$ cat config.mk
export PLATFORM = sky130hd
export DESIGN_NAME = char_lcd_nibble_expander_encoder_top
export DESIGN_NICKNAME = d
export VERILOG_FILES = /design/src/rtl/clne_pkg.sv /design/src/rtl/char_lcd_nibble_expander_encoder_top.sv /design/src/rtl/clne_seq.sv /design/src/rtl/clne_fmt.sv
export VERILOG_INCLUDE_DIRS = /design/src /design/src/rtl
export SDC_FILE = /design/constraint.sdc
export NUM_CORES = 1
export LEC_CHECK = 0
export BUFFER_PORTS_ARGS = -buffer_cell sky130_fd_sc_hd__buf_2
export CAP_MARGIN = 10
export CORE_MARGIN = 2
export CORE_UTILIZATION = 35
export DETAILED_ROUTE_END_ITERATION = 16
export GPL_TIMING_DRIVEN = 0
export PLACE_DENSITY_LB_ADDON = 0.05
export SETUP_SLACK_MARGIN = 0.1
export SLEW_MARGIN = 10
export SYNTH_ARGS = -nofsm -noshare
export SYNTH_HDL_FRONTEND = slang
export SYNTH_SLANG_ARGS = --single-unit
$ cat constraint.sdc
create_clock -name clk -period 1.48 [get_ports clk]
set_input_delay 0.148 -clock clk [delete_from_list [all_inputs] [get_ports clk]]
set_output_delay 0.148 -clock clk [all_outputs]
set_load 0.005 [all_outputs]
$ cat src/rtl/assert_macros.svh
// Assertion macros shared by the RTL modules.
`ifndef ASSERT_MACROS_SVH
`define ASSERT_MACROS_SVH

// The consequent must hold in the same cycle as the antecedent.
`define ASSERT_SAME(label, clk, rst_n, ante, cons) \
  label: assert property (@(posedge clk) disable iff (!rst_n) (ante) |-> (cons)) \
    else $error("assertion failed: same-cycle implication");

// The consequent must hold in the cycle after the antecedent.
`define ASSERT_NEXT(label, clk, rst_n, ante, cons) \
  label: assert property (@(posedge clk) disable iff (!rst_n) (ante) |=> (cons)) \
    else $error("assertion failed: next-cycle implication");

`endif

$ cat src/rtl/clne_pkg.sv
`timescale 1ns / 1ps

package clne_pkg;

  // Request kinds carried on in_tuser.
  localparam logic [1:0] REQ_CMD    = 2'd0;
  localparam logic [1:0] REQ_DATA   = 2'd1;
  localparam logic [1:0] REQ_CURSOR = 2'd2;
  localparam logic [1:0] REQ_INIT   = 2'd3;

  // Three expander bytes per nibble: setup, enable high, enable low.
  localparam logic [1:0] PH_SETUP  = 2'd0;
  localparam logic [1:0] PH_STROBE = 2'd1;
  localparam logic [1:0] PH_HOLD   = 2'd2;

  // Nibble counter: a byte has two nibbles, the init sequence fourteen.
  localparam int unsigned NIB_IDX_W = 4;
  localparam logic [NIB_IDX_W-1:0] BYTE_LAST_NIB = 4'd1;
  localparam logic [NIB_IDX_W-1:0] INIT_LAST_NIB = 4'd13;

  localparam logic [7:0] SET_DDRAM_CMD = 8'h80;

  // Per-beat control from the sequencer to the byte builder.
  typedef struct packed {
    logic       valid;
    logic [3:0] nibble;
    logic       rs;
    logic [1:0] phase;
    logic       last;
  } nib_ctl_t;

  // DDRAM start address of each display row.
  function automatic logic [7:0] row_base(input logic [1:0] row);
    logic [7:0] base;
    unique case (row)
      2'd0:    base = 8'h00;
      2'd1:    base = 8'h40;
      2'd2:    base = 8'h14;
      default: base = 8'h54;
    endcase
    return base;
  endfunction

  // Nibbles of the power-up sequence: four single nibbles, then the
  // commands 0x28, 0x08, 0x01, 0x06, 0x0C as high and low nibbles.
  function automatic logic [3:0] init_nibble(input logic [NIB_IDX_W-1:0] idx);
    logic [3:0] nib;
    unique case (idx)
      4'd0, 4'd1, 4'd2: nib = 4'h3;
      4'd3:             nib = 4'h2;
      4'd4:             nib = 4'h2;
      4'd5:             nib = 4'h8;
      4'd6:             nib = 4'h0;
      4'd7:             nib = 4'h8;
      4'd8:             nib = 4'h0;
      4'd9:             nib = 4'h1;
      4'd10:            nib = 4'h0;
      4'd11:            nib = 4'h6;
      4'd12:            nib = 4'h0;
      4'd13:            nib = 4'hC;
      default:          nib = 4'h0;
    endcase
    return nib;
  endfunction

endpackage

$ cat src/rtl/char_lcd_nibble_expander_encoder_top.sv
`timescale 1ns / 1ps
// Channel   Direction  tdata (low bit first)                         tuser / tlast
// in_*      slave      value[7:0], cursor_col[13:8], cursor_row[15:14] tuser = req_type
// out_*     master     expander_byte[7:0]                              tlast = last
// cfg_*     write      cfg_wr_data = backlight_on                      -
//
// A command, data or set-cursor request is accepted, then sent as six output
// beats; an init request is sent as 42 beats. The nibble sequencer issues
// one expander byte per cycle while the output is not stalled.
// Reset (rst_n low, synchronous) empties the output and turns the backlight on.
// A stalled output holds the sequencer; the input is not ready during a request.

module char_lcd_nibble_expander_encoder_top (
  input  logic        clk,
  input  logic        rst_n,
  input  logic        in_tvalid,
  output logic        in_tready,
  input  logic [15:0] in_tdata,   // value[7:0], cursor_col[13:8], cursor_row[15:14]
  input  logic [1:0]  in_tuser,   // req_type[1:0]
  output logic        out_tvalid,
  input  logic        out_tready,
  output logic [7:0]  out_tdata,  // expander_byte[7:0]
  output logic        out_tlast,
  input  logic        cfg_wr_en,
  input  logic        cfg_wr_data
);

  clne_pkg::nib_ctl_t ctl;
  logic               step;
  logic               backlight_r;

  // Backlight configuration register.
  always_ff @(posedge clk) begin
    if (!rst_n) begin
      backlight_r <= 1'b1;
    end else if (cfg_wr_en) begin
      backlight_r <= cfg_wr_data;
    end
  end

  clne_seq u_seq (
    .clk       (clk),
    .rst_n     (rst_n),
    .in_tvalid (in_tvalid),
    .in_tready (in_tready),
    .in_tdata  (in_tdata),
    .in_tuser  (in_tuser),
    .step      (step),
    .ctl       (ctl)
  );

  clne_fmt u_fmt (
    .clk          (clk),
    .rst_n        (rst_n),
    .ctl          (ctl),
    .backlight_on (backlight_r),
    .step         (step),
    .out_tvalid   (out_tvalid),
    .out_tready   (out_tready),
    .out_tdata    (out_tdata),
    .out_tlast    (out_tlast)
  );

endmodule

$ cat src/rtl/clne_seq.sv
`timescale 1ns / 1ps
`include "assert_macros.svh"

module clne_seq (
  input  logic                clk,
  input  logic                rst_n,
  input  logic                in_tvalid,
  output logic                in_tready,
  input  logic [15:0]         in_tdata,
  input  logic [1:0]          in_tuser,
  input  logic                step,
  output clne_pkg::nib_ctl_t  ctl
);

  typedef enum logic {S_IDLE, S_RUN} state_t;

  state_t                             state_r, state_nxt;
  logic [7:0]                         byte_r, byte_nxt;
  logic                               rs_r, rs_nxt;
  logic                               init_r, init_nxt;
  logic [clne_pkg::NIB_IDX_W-1:0]     nib_r, nib_nxt;
  logic [1:0]                         phase_r, phase_nxt;

  logic [7:0]                         req_value;
  logic [7:0]                         req_col;
  logic [1:0]                         req_row;
  logic [7:0]                         cursor_cmd;
  logic [clne_pkg::NIB_IDX_W-1:0]     last_nib;
  logic                               in_fire;

  // Unpack the input beat.
  assign req_value = in_tdata[7:0];
  assign req_col   = {2'b00, in_tdata[13:8]};
  assign req_row   = in_tdata[15:14];

  // Set-cursor command: column plus row base, wrapping at 256.
  assign cursor_cmd = clne_pkg::SET_DDRAM_CMD | (req_col + clne_pkg::row_base(req_row));

  assign in_tready = (state_r == S_IDLE);
  assign in_fire   = in_tvalid && in_tready;
  assign last_nib  = init_r ? clne_pkg::INIT_LAST_NIB : clne_pkg::BYTE_LAST_NIB;

  // Current beat description for the byte builder.
  always_comb begin
    ctl.valid  = (state_r == S_RUN);
    ctl.nibble = init_r ? clne_pkg::init_nibble(nib_r)
                        : (nib_r[0] ? byte_r[3:0] : byte_r[7:4]);
    ctl.rs     = rs_r;
    ctl.phase  = phase_r;
    ctl.last   = (phase_r == clne_pkg::PH_HOLD) && (nib_r == last_nib);
  end

  // Sequencer next state: load on accept, then step phase and nibble.
  always_comb begin
    state_nxt = state_r;
    byte_nxt  = byte_r;
    rs_nxt    = rs_r;
    init_nxt  = init_r;
    nib_nxt   = nib_r;
    phase_nxt = phase_r;
    unique case (state_r)
      S_IDLE: begin
        if (in_fire) begin
          state_nxt = S_RUN;
          nib_nxt   = '0;
          phase_nxt = clne_pkg::PH_SETUP;
          rs_nxt    = (in_tuser == clne_pkg::REQ_DATA);
          init_nxt  = (in_tuser == clne_pkg::REQ_INIT);
          case (in_tuser)
            clne_pkg::REQ_CURSOR: byte_nxt = cursor_cmd;
            default:              byte_nxt = req_value;
          endcase
        end
      end
      S_RUN: begin
        if (step) begin
          if (phase_r == clne_pkg::PH_HOLD) begin
            phase_nxt = clne_pkg::PH_SETUP;
            if (nib_r == last_nib) begin
              state_nxt = S_IDLE;
            end else begin
              nib_nxt = nib_r + 1'b1;
            end
          end else begin
            phase_nxt = phase_r + 1'b1;
          end
        end
      end
      default: state_nxt = S_IDLE;
    endcase
  end

  // State and sequencer registers.
  always_ff @(posedge clk) begin
    if (!rst_n) begin
      state_r <= S_IDLE;
      nib_r   <= '0;
      phase_r <= clne_pkg::PH_SETUP;
      init_r  <= 1'b0;
      rs_r    <= 1'b0;
    end else begin
      state_r <= state_nxt;
      nib_r   <= nib_nxt;
      phase_r <= phase_nxt;
      init_r  <= init_nxt;
      rs_r    <= rs_nxt;
    end
  end

  // Command byte needs no reset.
  always_ff @(posedge clk) begin
    byte_r <= byte_nxt;
  end

  // The final beat of a request frees the input side next cycle.
  `ASSERT_NEXT(a_last_frees_input, clk, rst_n, step && ctl.last, in_tready)
  // The nibble counter never passes the end of the init sequence.
  `ASSERT_SAME(a_nib_in_range, clk, rst_n, 1'b1, nib_r <= clne_pkg::INIT_LAST_NIB)
  // A byte request never counts beyond its second nibble.
  `ASSERT_SAME(a_byte_two_nibbles, clk, rst_n, !init_r, nib_r <= clne_pkg::BYTE_LAST_NIB)

endmodule

$ cat src/rtl/clne_fmt.sv
`timescale 1ns / 1ps
`include "assert_macros.svh"

module clne_fmt (
  input  logic                clk,
  input  logic                rst_n,
  input  clne_pkg::nib_ctl_t  ctl,
  input  logic                backlight_on,
  output logic                step,
  output logic                out_tvalid,
  input  logic                out_tready,
  output logic [7:0]          out_tdata,
  output logic                out_tlast
);

  logic       out_tvalid_r;
  logic [7:0] out_tdata_r;
  logic       out_tlast_r;
  logic [7:0] exp_byte;

  // Expander byte: nibble, backlight, enable, unused, register select.
  assign exp_byte = {ctl.nibble, backlight_on, (ctl.phase == clne_pkg::PH_STROBE),
                     1'b0, ctl.rs};

  // A beat moves into the output register when it is empty or being taken.
  assign step = ctl.valid && (!out_tvalid_r || out_tready);

  always_ff @(posedge clk) begin
    if (!rst_n) begin
      out_tvalid_r <= 1'b0;
    end else if (step) begin
      out_tvalid_r <= 1'b1;
    end else if (out_tready) begin
      out_tvalid_r <= 1'b0;
    end
  end

  // Output payload.
  always_ff @(posedge clk) begin
    if (step) begin
      out_tdata_r <= exp_byte;
      out_tlast_r <= ctl.last;
    end
  end

  assign out_tvalid = out_tvalid_r;
  assign out_tdata  = out_tdata_r;
  assign out_tlast  = out_tlast_r;

  // The last byte of a request always has enable low.
  `ASSERT_SAME(a_last_enable_low, clk, rst_n, out_tvalid && out_tlast, !out_tdata[2])
  // A strobe beat shows up with enable high on the output.
  `ASSERT_NEXT(a_strobe_enable, clk, rst_n, step && (ctl.phase == clne_pkg::PH_STROBE),
               out_tvalid && out_tdata[2])

endmodule
==> key figures <==
Placed design
  • DP HPWL: ~2.2 mm
  • GPL Wtd Cong: around 0.77
  • Placed Area: 0.001799 mm²
  • Port Buffer Count: 32
  • Placed Instances: 220
  • Place WS: -156.4 ps

Pwr
  • Clock power frac: 0.427
  • Sw frac: 0.2127
  • Leakage: 0.0007872 µW
  • Net Sw Power: 430.4 µW
  • PwrDens: ~1000 mW/mm²
  • Max VDD drop: 384.9 µV
  • Combinational power share: 0.096
  • Seq pwr share: 0.477
  • Cell internal pwr: 1593 µW
  • Power Total: 2023 µW

Global routing
  • First-pass GRT wire length: 5.030 mm
  • Vias in the first global route: around 1100
  • Total grt overflow: 0
  • Aggregate global-route resource usage: 0.1327
  • Largest net degree at the start of global routing: 11
  • Initial antenna violation count: 0

Worst hold path
  • Hold Startpoint: cfg_wr_data
  • Hold path depth: 3
  • Min-Delay Path Class: input port to flop
  • Hold Path End: backlight_r

Drt
  • Antenna-violating nets left: 0
  • Pre-antenna DRT Iters: 4
  • WL final: 2.987 mm
  • Via density: about 4.8
  • DR DRC count: 0
  • Wire length per cell: around 13 µm
  • Via count: 1132
  • Starting DRT DRC Count: 35

Die
  • I/O Pins: 35
  • Die H: around 70 µm
  • Core area: 0.004294 mm²
  • Placement Rows: 24
  • Die footprint: between 0.004 and 0.005 mm²
  • Starting Density: 0.3584
  • Width of the die: 70.31 µm

Synth
  • Yosys cell types: between 40 and 50
  • Async S/R FF share, synth: 0
  • Cell taking the most area after synthesis: edfxtp_1
  • Yosys warning total: 0
  • Ranking of synthesized cells by area: edfxtp_1 (31%), dfxtp_1 (20%), ha_1 (4.1%)
  • Synthesized area per cell: 11.32 µm²
  • Yosys top cell area share: 0.3122
  • #FFs+latches synth: 31
  • Post-Syn Nets: 165
  • Post-synth EDFFs: 16
  • Most used DFF post-synth: edfxtp_1
  • Syn Inst Count: 136
  • Sequential area share after synthesis: 0.5073
  • Synthesized area: 0.001539 mm²

Timing
  • Layout Skew: 4.826 ps
  • RSZ-0062 raised after global routing: true
  • Slew Limit Fails: 0
  • Final setup viols: 4
  • TNS Setup: -268.9 ps
  • Post-route setup slack: -82.86 ps
  • Fin. Hold Viols: 0
  • Period utilisation layout: 1.056
  • Minimum clock period after layout: 1563 ps
  • Fmax: 639.9 MHz

Critical path
  • Worst-path maximum fanout: 6
  • Kind of critical path: flop to flop
  • CP Data Arrival Time: 1730 ps
  • R2R depth: 6
  • Worst Setup Start Kind: flop
  • Worst Setup End Kind: flop
  • CP required: 1650 ps
  • Worst R2R Setup Slack: -80 ps
  • Origin of the critical flop-to-flop path: u_seq.nib_r[3]
  • CP startpoint: u_seq.nib_r[3]

Flow run
  • Max-cap viol count: 0

Clocking
  • CTS buffer count: 5
  • # clock sinks: 31
  • CTS H-tree lvls: 2
  • Root Driver: clkbuf_8
  • # hold bufs at CTS: 0
  • CTS tree: built
  • Worst-skew pair later-pin latency: 280 ps
  • CTS Buffer Depth: 2
  • Clk slew on worst S/H paths: around 70 ps

Final layout
  • # diodes: 0
  • Design Area, Final: 0.002004 mm²
  • Most frequent cells in the layout: buf_2 (32), edfxtp_1 (16), nand2_1 (12), dfxtp_1 (10), o21ai_0 (9)
  • Final #Nets: 211
  • Fillers: 419
  • Area Overhead vs Synth: 30.24%
  • Share of cells above drive strength 1: 0.4372
  • Non-Filler Instances: 235
  • Commonest non-fill, non-tap cell in the layout: buf_2

Run status
  • Status: finished, violations left
  • Failing checks: setup timing
synth_stat cells, types with 2 or more instances:
library cell / number
nand3_1: 3
xor2_1: 2
o21ai_0: 12
a31oi_1: 2
xnor2_1: 4
inv_1: 4
ha_1: 5
nand2_1: 12
clkbuf_1: 4
a21boi_0: 2
a22oi_1: 2
mux2_2: 4
dfxtp_1: 15
nor3b_1: 2
nor3_2: 2
mux2i_1: 6
edfxtp_1: 16
nor2b_1: 5
nor3_1: 2
nor2_1: 3
nand2b_1: 4
a21oi_1: 3
and2_1: 2
timing repair:
action	CTS	global route
resized for setup	4	7
buffers inserted	5	2
setup endpoints to repair	15	18
pin swaps	1	2
logic make-up after synthesis:
logic type                 count (synthesis)  synth area share
AOI/OAI and AO/OA                         25            0.1081
and+or+nand+nor                           45            0.1862
adders and majority gates                  5           0.04065
DFF                                       31            0.5073
other                                      1          0.002437
muxes                                     11           0.08293
xor gates and xnor gates                   6           0.03415
buffers and inverters                     12           0.03820
critical path, cell delays in order, from the launching register on:
cell and delay (ps):
dfxtp_2 340, and3_4 170, o21a_4 230, nor2_4 160, mux2i_4 310, o21ai_1 80, a21boi_2 150
layer usage:
layer  global-route usage  part of all wire
met1               0.1425              0.43
met2               0.2338              0.51
met3              0.05051             0.049
met4              0.05128             0.015
met5                    0                 0
worst max-delay path by stage:
stage | cells after the start | to
after global routing | 6 | flop
after detailed placement | 8 | flop
final | 6 | flop
after global placement | 7 | flop
after floorplan | 7 | flop
after CTS | 6 | flop
final cells by class:
type | count | area (µm²) | share of cell area
repair buffers | 39 | 212.7 | 0.1061
flip-flops and latches | 31 | 789.5 | 0.3939
well taps | 52 | 65.06 | 0.03246
clock buffers | 6 | 82.58 | 0.04120
inverters | 5 | 23.77 | 0.01186
multi-input cells | 93 | 740.7 | 0.3695
plain buffers | 7 | 55.05 | 0.02747
clock inverters | 2 | 35.03 | 0.01748
power by group through the flow:
stage	registers, µW	clock network, µW	logic, µW
floorplan	986	0	106
global placement	986	0	178
detailed placement	987	0	182
CTS	968	888	185
global route	969	933	220
finish	966	863	195
through the flow:
step	util	hold WS, ps
4_1_cts	0.4575	72.26
3_5_place_dp	0.4190	368.6
3_3_place_gp	0.4190	370.1
2_1_floorplan	-	276.1
5_1_grt	0.4668	95.53
6_report	0.4668	78.56
No activity file was read; power rests on OpenSTA's default activity.
